<file path="config.mk">
export PLATFORM = sky130hd
export DESIGN_NAME = matrix_keypad_debounce_scanner
export DESIGN_NICKNAME = d
export VERILOG_FILES = /design/src/design/mkd_pkg.sv /design/src/design/matrix_keypad_debounce_scanner.sv /design/src/design/mkd_decode.sv /design/src/design/mkd_debounce.sv
export SDC_FILE = /design/constraint.sdc
export NUM_CORES = 1
export LEC_CHECK = 0
export ABC_AREA = 1
export BUFFER_PORTS_ARGS = -buffer_cell sky130_fd_sc_hd__buf_2
export CORE_ASPECT_RATIO = 1.2
export CORE_MARGIN = 3
export CORE_UTILIZATION = 50
export DETAILED_ROUTE_END_ITERATION = 12
export GPL_ROUTABILITY_DRIVEN = 0
export PLACE_DENSITY = 0.83
export SLEW_MARGIN = 20
export SYNTH_ARGS = -nofsm -noshare
export SYNTH_HDL_FRONTEND = slang
export SYNTH_HIERARCHICAL = 1
export SYNTH_SLANG_ARGS = --single-unit
</file>
<file path="constraint.sdc">
create_clock -name i_clk -period 6.7 [get_ports i_clk]
set_clock_uncertainty 0.1 [all_clocks]
set_input_delay 1.34 -clock i_clk [delete_from_list [all_inputs] [get_ports i_clk]]
set_output_delay 1.34 -clock i_clk [all_outputs]
set_load 0.02 [all_outputs]
</file>
<file path="src/design/mkd_pkg.sv">
`default_nettype none
package mkd_pkg;

    localparam int unsigned NUM_COLS = 4;
    localparam int unsigned NUM_ROWS = 4;

    localparam logic [3:0] ROWS_RELEASED = 4'hF;
    localparam logic [4:0] NO_KEY        = 5'h11;

    // key codes by column, then by row
    localparam logic [4:0] KEY_TABLE [0:NUM_COLS-1][0:NUM_ROWS-1] = '{
        '{5'd1, 5'd5, 5'd9,  5'd12},
        '{5'd2, 5'd6, 5'd0,  5'd13},
        '{5'd3, 5'd7, 5'd10, 5'd14},
        '{5'd4, 5'd8, 5'd11, 5'd15}
    };

    localparam logic [1:0] PHASE_IDLE    = 2'd0;
    localparam logic [1:0] PHASE_DETECT  = 2'd1;
    localparam logic [1:0] PHASE_CONFIRM = 2'd2;
    localparam logic [1:0] PHASE_WAIT    = 2'd3;

    typedef enum logic [3:0] {
        ST_IDLE    = 4'b0001,
        ST_DETECT  = 4'b0010,
        ST_CONFIRM = 4'b0100,
        ST_WAIT    = 4'b1000
    } t_phase;

    typedef logic [NUM_COLS-1:0][3:0] t_col_rows;

    typedef struct packed {
        logic [3:0] confirmed_key;
        logic       key_valid;
        logic [4:0] decoded_key;
        logic [1:0] phase;
    } t_status;

endpackage
`default_nettype wire

</file>
<file path="src/design/matrix_keypad_debounce_scanner.sv">
`default_nettype none
// 4x4 matrix keypad scanner with four-phase debounce, one scan tick per input
// transaction. Each tick carries the row levels read with all columns low and
// with each single column low; the block decodes the key (17 when no single
// key is found), steps the idle/detect/confirm/wait-release sequence and
// returns one result transaction showing the state after that tick. A tick is
// accepted every clock cycle unless the output stalls; each tick moves from the
// input register through the decode and the debounce update into the debounce
// registers, which are the result register. Stalls on the output hold the
// input side after one further tick has been taken.
module matrix_keypad_debounce_scanner
    import mkd_pkg::*;
(
    input  wire        i_clk,
    input  wire        i_rst_n,
    input  wire        i_in_valid,
    output logic       o_in_ready,
    input  wire [3:0]  i_rows_all_columns,
    input  wire [3:0]  i_rows_column_one,
    input  wire [3:0]  i_rows_column_two,
    input  wire [3:0]  i_rows_column_three,
    input  wire [3:0]  i_rows_column_four,
    output logic       o_out_valid,
    input  wire        i_out_ready,
    output logic [3:0] o_confirmed_key,
    output logic       o_key_valid,
    output logic [4:0] o_decoded_key,
    output logic [1:0] o_phase
);

    logic       r_in_valid;
    logic [3:0] r_rows_all;
    t_col_rows  r_col_rows;
    logic       r_out_valid;
    logic       w_step;
    logic [4:0] w_code;
    t_status    w_status;

    assign w_step     = r_in_valid && (!r_out_valid || i_out_ready);
    assign o_in_ready = !r_in_valid || w_step;

    always_ff @(posedge i_clk) begin
        if (!i_rst_n) begin
            r_in_valid <= 1'b0;
        end else if (o_in_ready) begin
            r_in_valid <= i_in_valid;
        end
    end

    always_ff @(posedge i_clk) begin
        if (i_in_valid && o_in_ready) begin
            r_rows_all    <= i_rows_all_columns;
            r_col_rows[0] <= i_rows_column_one;
            r_col_rows[1] <= i_rows_column_two;
            r_col_rows[2] <= i_rows_column_three;
            r_col_rows[3] <= i_rows_column_four;
        end
    end

    always_ff @(posedge i_clk) begin
        if (!i_rst_n) begin
            r_out_valid <= 1'b0;
        end else if (w_step) begin
            r_out_valid <= 1'b1;
        end else if (i_out_ready) begin
            r_out_valid <= 1'b0;
        end
    end

    mkd_decode u_decode (
        .i_col_rows (r_col_rows),
        .o_code     (w_code)
    );

    mkd_debounce u_debounce (
        .i_clk      (i_clk),
        .i_rst_n    (i_rst_n),
        .i_step     (w_step),
        .i_released (r_rows_all == ROWS_RELEASED),
        .i_code     (w_code),
        .o_status   (w_status)
    );

    assign o_out_valid     = r_out_valid;
    assign o_confirmed_key = w_status.confirmed_key;
    assign o_key_valid     = w_status.key_valid;
    assign o_decoded_key   = w_status.decoded_key;
    assign o_phase         = w_status.phase;

endmodule
`default_nettype wire

</file>
<file path="src/design/mkd_decode.sv">
`default_nettype none
module mkd_decode
    import mkd_pkg::*;
(
    input  wire t_col_rows  i_col_rows,
    output logic [4:0]      o_code
);

    // later columns override earlier ones
    always_comb begin
        o_code = NO_KEY;
        for (int col = 0; col < NUM_COLS; col++) begin
            for (int row = 0; row < NUM_ROWS; row++) begin
                if (i_col_rows[col] == ~(4'b0001 << row)) begin
                    o_code = KEY_TABLE[col][row];
                end
            end
        end
    end

endmodule
`default_nettype wire

</file>
<file path="src/design/mkd_debounce.sv">
`default_nettype none
module mkd_debounce
    import mkd_pkg::*;
(
    input  wire        i_clk,
    input  wire        i_rst_n,
    input  wire        i_step,
    input  wire        i_released,
    input  wire [4:0]  i_code,
    output t_status    o_status
);

    t_phase     r_phase,     n_phase;
    logic [4:0] r_held,      n_held;
    logic [4:0] r_last,      n_last;
    logic       r_valid,     n_valid;
    logic [3:0] r_confirmed, n_confirmed;

    always_comb begin
        n_phase     = r_phase;
        n_held      = r_held;
        n_last      = r_last;
        n_valid     = r_valid;
        n_confirmed = r_confirmed;
        case (r_phase)
            ST_IDLE: begin
                if (i_released) begin
                    n_valid = 1'b0;
                    n_held  = '0;
                end else begin
                    n_phase = ST_DETECT;
                end
            end
            ST_DETECT: begin
                if (i_released) begin
                    n_phase = ST_IDLE;
                    n_valid = 1'b0;
                    n_held  = '0;
                end else begin
                    n_last = i_code;
                    if (i_code == NO_KEY) begin
                        n_phase = ST_IDLE;
                        n_valid = 1'b0;
                        n_held  = '0;
                    end else begin
                        n_phase = ST_CONFIRM;
                        n_held  = i_code;
                    end
                end
            end
            ST_CONFIRM: begin
                if (i_released) begin
                    n_phase = ST_IDLE;
                    n_valid = 1'b0;
                    n_held  = '0;
                end else begin
                    n_last = i_code;
                    if (r_held == i_code) begin
                        n_phase     = ST_WAIT;
                        n_valid     = 1'b1;
                        n_confirmed = i_code[3:0];
                    end else begin
                        n_phase = ST_IDLE;
                        n_valid = 1'b0;
                        n_held  = '0;
                    end
                end
            end
            ST_WAIT: begin
                if (i_released) begin
                    n_phase = ST_IDLE;
                    n_held  = r_last;
                end
            end
            default: begin
                n_phase = ST_IDLE;
            end
        endcase
    end

    always_ff @(posedge i_clk) begin
        if (!i_rst_n) begin
            r_phase     <= ST_IDLE;
            r_held      <= '0;
            r_last      <= '0;
            r_valid     <= 1'b0;
            r_confirmed <= '0;
        end else if (i_step) begin
            r_phase     <= n_phase;
            r_held      <= n_held;
            r_last      <= n_last;
            r_valid     <= n_valid;
            r_confirmed <= n_confirmed;
        end
    end

    always_comb begin
        o_status.confirmed_key = r_confirmed;
        o_status.key_valid     = r_valid;
        o_status.decoded_key   = r_last;
        case (r_phase)
            ST_IDLE:    o_status.phase = PHASE_IDLE;
            ST_DETECT:  o_status.phase = PHASE_DETECT;
            ST_CONFIRM: o_status.phase = PHASE_CONFIRM;
            ST_WAIT:    o_status.phase = PHASE_WAIT;
            default:    o_status.phase = PHASE_IDLE;
        endcase
    end

endmodule
`default_nettype wire

</file>
==> metrics.csv <==
metric,value,unit
outcome,completed,
synth_cell_types,28,
clockRootBuffer,clkbuf_8,
die_height,78.5,um
syn_inst,289,
antenna_found_initial,0,
final_common_cell,nand2_1,
pwr-share-comb,15.2,%
arrival,1.80,ns
async_reset_ff_share,0,%
initial_core_util,53.8,%
core,4070,um2
fillers,369,
post-cts-setup-buffer-count,0,
finalHoldViolCount,0,
synth_seq_cells,41,
switching_share,26.9,%
fmax,309,MHz
routed_wl,4240,um
setup_viol,0,
critPathMaxFanout,3,
synth_edf_count,20,
std_cell_rows,25,
fin_worst_hold_slack,0.374,ns
layout_common_cells,"nand2_1 (78), inv_1 (41), buf_2 (37)",
io_buffers,37,
synth_fp_nets,313,
clk_pin_slew,0.07,ns
critical_path_class,input port to primary output,
period_minus_slack,3.24,ns
drc,0,
grt_max_degree,21,
io-pin-count,38,
diodes,0,
hp-class,flip-flop to flip-flop,
cts.sinks,41,
slowest_stage,buf_2,
cp-end-kind,primary output,
clock_power_share,29.6,%
dp.final_hpwl,3230,um
via_per_inst,5.03,
post_drt_wl_per_cell,11.0,um
cts_buffers,5,
track_usage,17.2,%
vdd_drop_max,0.166,mV
slew_viol_final,0,
ctsResizeCount,0,
grt_pass1_vias,1738,
clk_latency,0.29,ns
final_layout_size_suffix_gt1_share,22.3,%
htreeDepth,2,
holdBufCountCts,0,
critical_path_required,5.26,ns
areaGrowthSynthToFinish,14.4,%
yosys_warnings,6,
min_period_over_period,48.3,%
slew_headroom,53.4,%
max_slew.worst_pin.slew,0.698,ns
synth_top_area_cell,edfxtp_1,
crit_chain,buf_2 > inv_1 > nand3_2 > buf_2,
final_antenna_net_count,0,
cts_buffer_depth,2,
worstSetupStartpointType,input port,
drv_cap,0,
vias,1942,
intPower,374,uW
ys_top_cells_by_area,"edfxtp_1 (27%), dfxtp_1 (19%), nand2_1 (13%)",
p_seq_share,55.2,%
finalCoreUtilization,61.5,%
dr.pass1.iters,4,
grt_pass1_wl,6910,um
synth_top_area_share,27.5,%
hold_depth,2,
synth_ff_type,dfxtp_1,
grt_overflow,0,
setup_tns,0,ns
worstRegToRegCells,12,
ys_seq_area_share,46.7,%
critical_path.max_stage_delay,0.17,ns
drt_iter0_markers,90,
netSwitchingPower,138,uW
fp.dieArea,5210,um2
crit_top_cell,buf_2,
rsz0062_at_grt,false,
nNetsFinal,355,
syn_area,2190,um2
multi_input_area,957,um2
die_w,66.4,um
p_leak,0.00125,uW
seq_area,1020,um2
syn_area_per_cell,7.57,um2
power.density,205,nW/um2
tritoncts,done,
==> flip-flops by register name, summed over array words and instances, names as in the netlist <==
signal,flops
u_debounce/r_held,5
u_debounce/r_phase,4
u_debounce/r_last,5
r_col_rows,16
r_rows_all,4
u_debounce/r_confirmed,4
o_out_valid,1
u_debounce/r_valid,1
r_in_valid,1
==> worst paths after layout <==
path | start | to | slack (ns)
worst max-delay path | i_out_ready | o_in_ready | 3.46
worst max register to register | r_col_rows[12] | u_debounce/r_confirmed[3] | 4.06
worst min-delay path | u_debounce/r_last[1] | u_debounce/r_last[1] | 0.37
worst min register to register | u_debounce/r_last[1] | u_debounce/r_last[1] | 0.37
==> routing by layer <==
metal / track usage, % / wire [um] / up-vias
li1: - / - / 1001
met1: 18.6 / 1860 / 881
met2: 30.4 / 2040 / 50
met3: 5.15 / 238 / 10
met4: 7.52 / 96 / 0
met5: 0 / 0 / -
==> cell usage after synthesis (4+ instances only) <==
library cell	n
a21oi_1	16
nand3_2	5
dfxtp_1	21
nand4_1	5
nor3_1	4
inv_1	41
nor2_2	5
inv_2	9
edfxtp_1	20
o21ai_0	8
nand2_2	4
nor2_1	36
nand3_1	17
nand2_1	78
==> worst max-delay path, delay by kind of cell <==
kind,cells,cell delay [ns]
simple gates,1,0.09
buf+inv,3,0.36
==> final cells by class <==
type                    count  area share (%)
flip-flops and latches     41            40.8
multi-input cells         196            38.3
inverters                  50            7.50
repair buffers             37            7.40
clock buffers               6            2.90
well taps                  54            2.70
clock inverters             2           0.400
==> logic make-up after synthesis <==
family | count (synthesis) | synth area share (%)
AND/OR/NAND/NOR | 164 | 35.8
buffers and inverters | 52 | 9.55
flip-flops | 41 | 46.7
AO/OA/AOI/OAI | 31 | 7.55
XOR/XNOR | 1 | 0.401
==> metrics by stage <==
stage / instances / cell area (um2) / total power (uW) / setup WS (ns)
after floorplan: 289 / 2190 / 346 / 3.70
after global placement: 378 / 2420 / 363 / 3.49
after detailed placement: 378 / 2420 / 365 / 3.47
after CTS: 386 / 2500 / 516 / 3.46
after global routing: 386 / 2500 / 540 / 3.41
final: 386 / 2500 / 512 / 3.46
==> power by group through the flow <==
stage / clock, uW / sequential, uW / combinational, uW
detailed placement: 0 / 288 / 77.3
global placement: 0 / 287 / 75.2
finish: 151 / 283 / 77.7
floorplan: 0 / 287 / 58.7
global route: 168 / 284 / 88.3
CTS: 156 / 282 / 77.5
No activity file was read; power rests on OpenSTA's default activity.
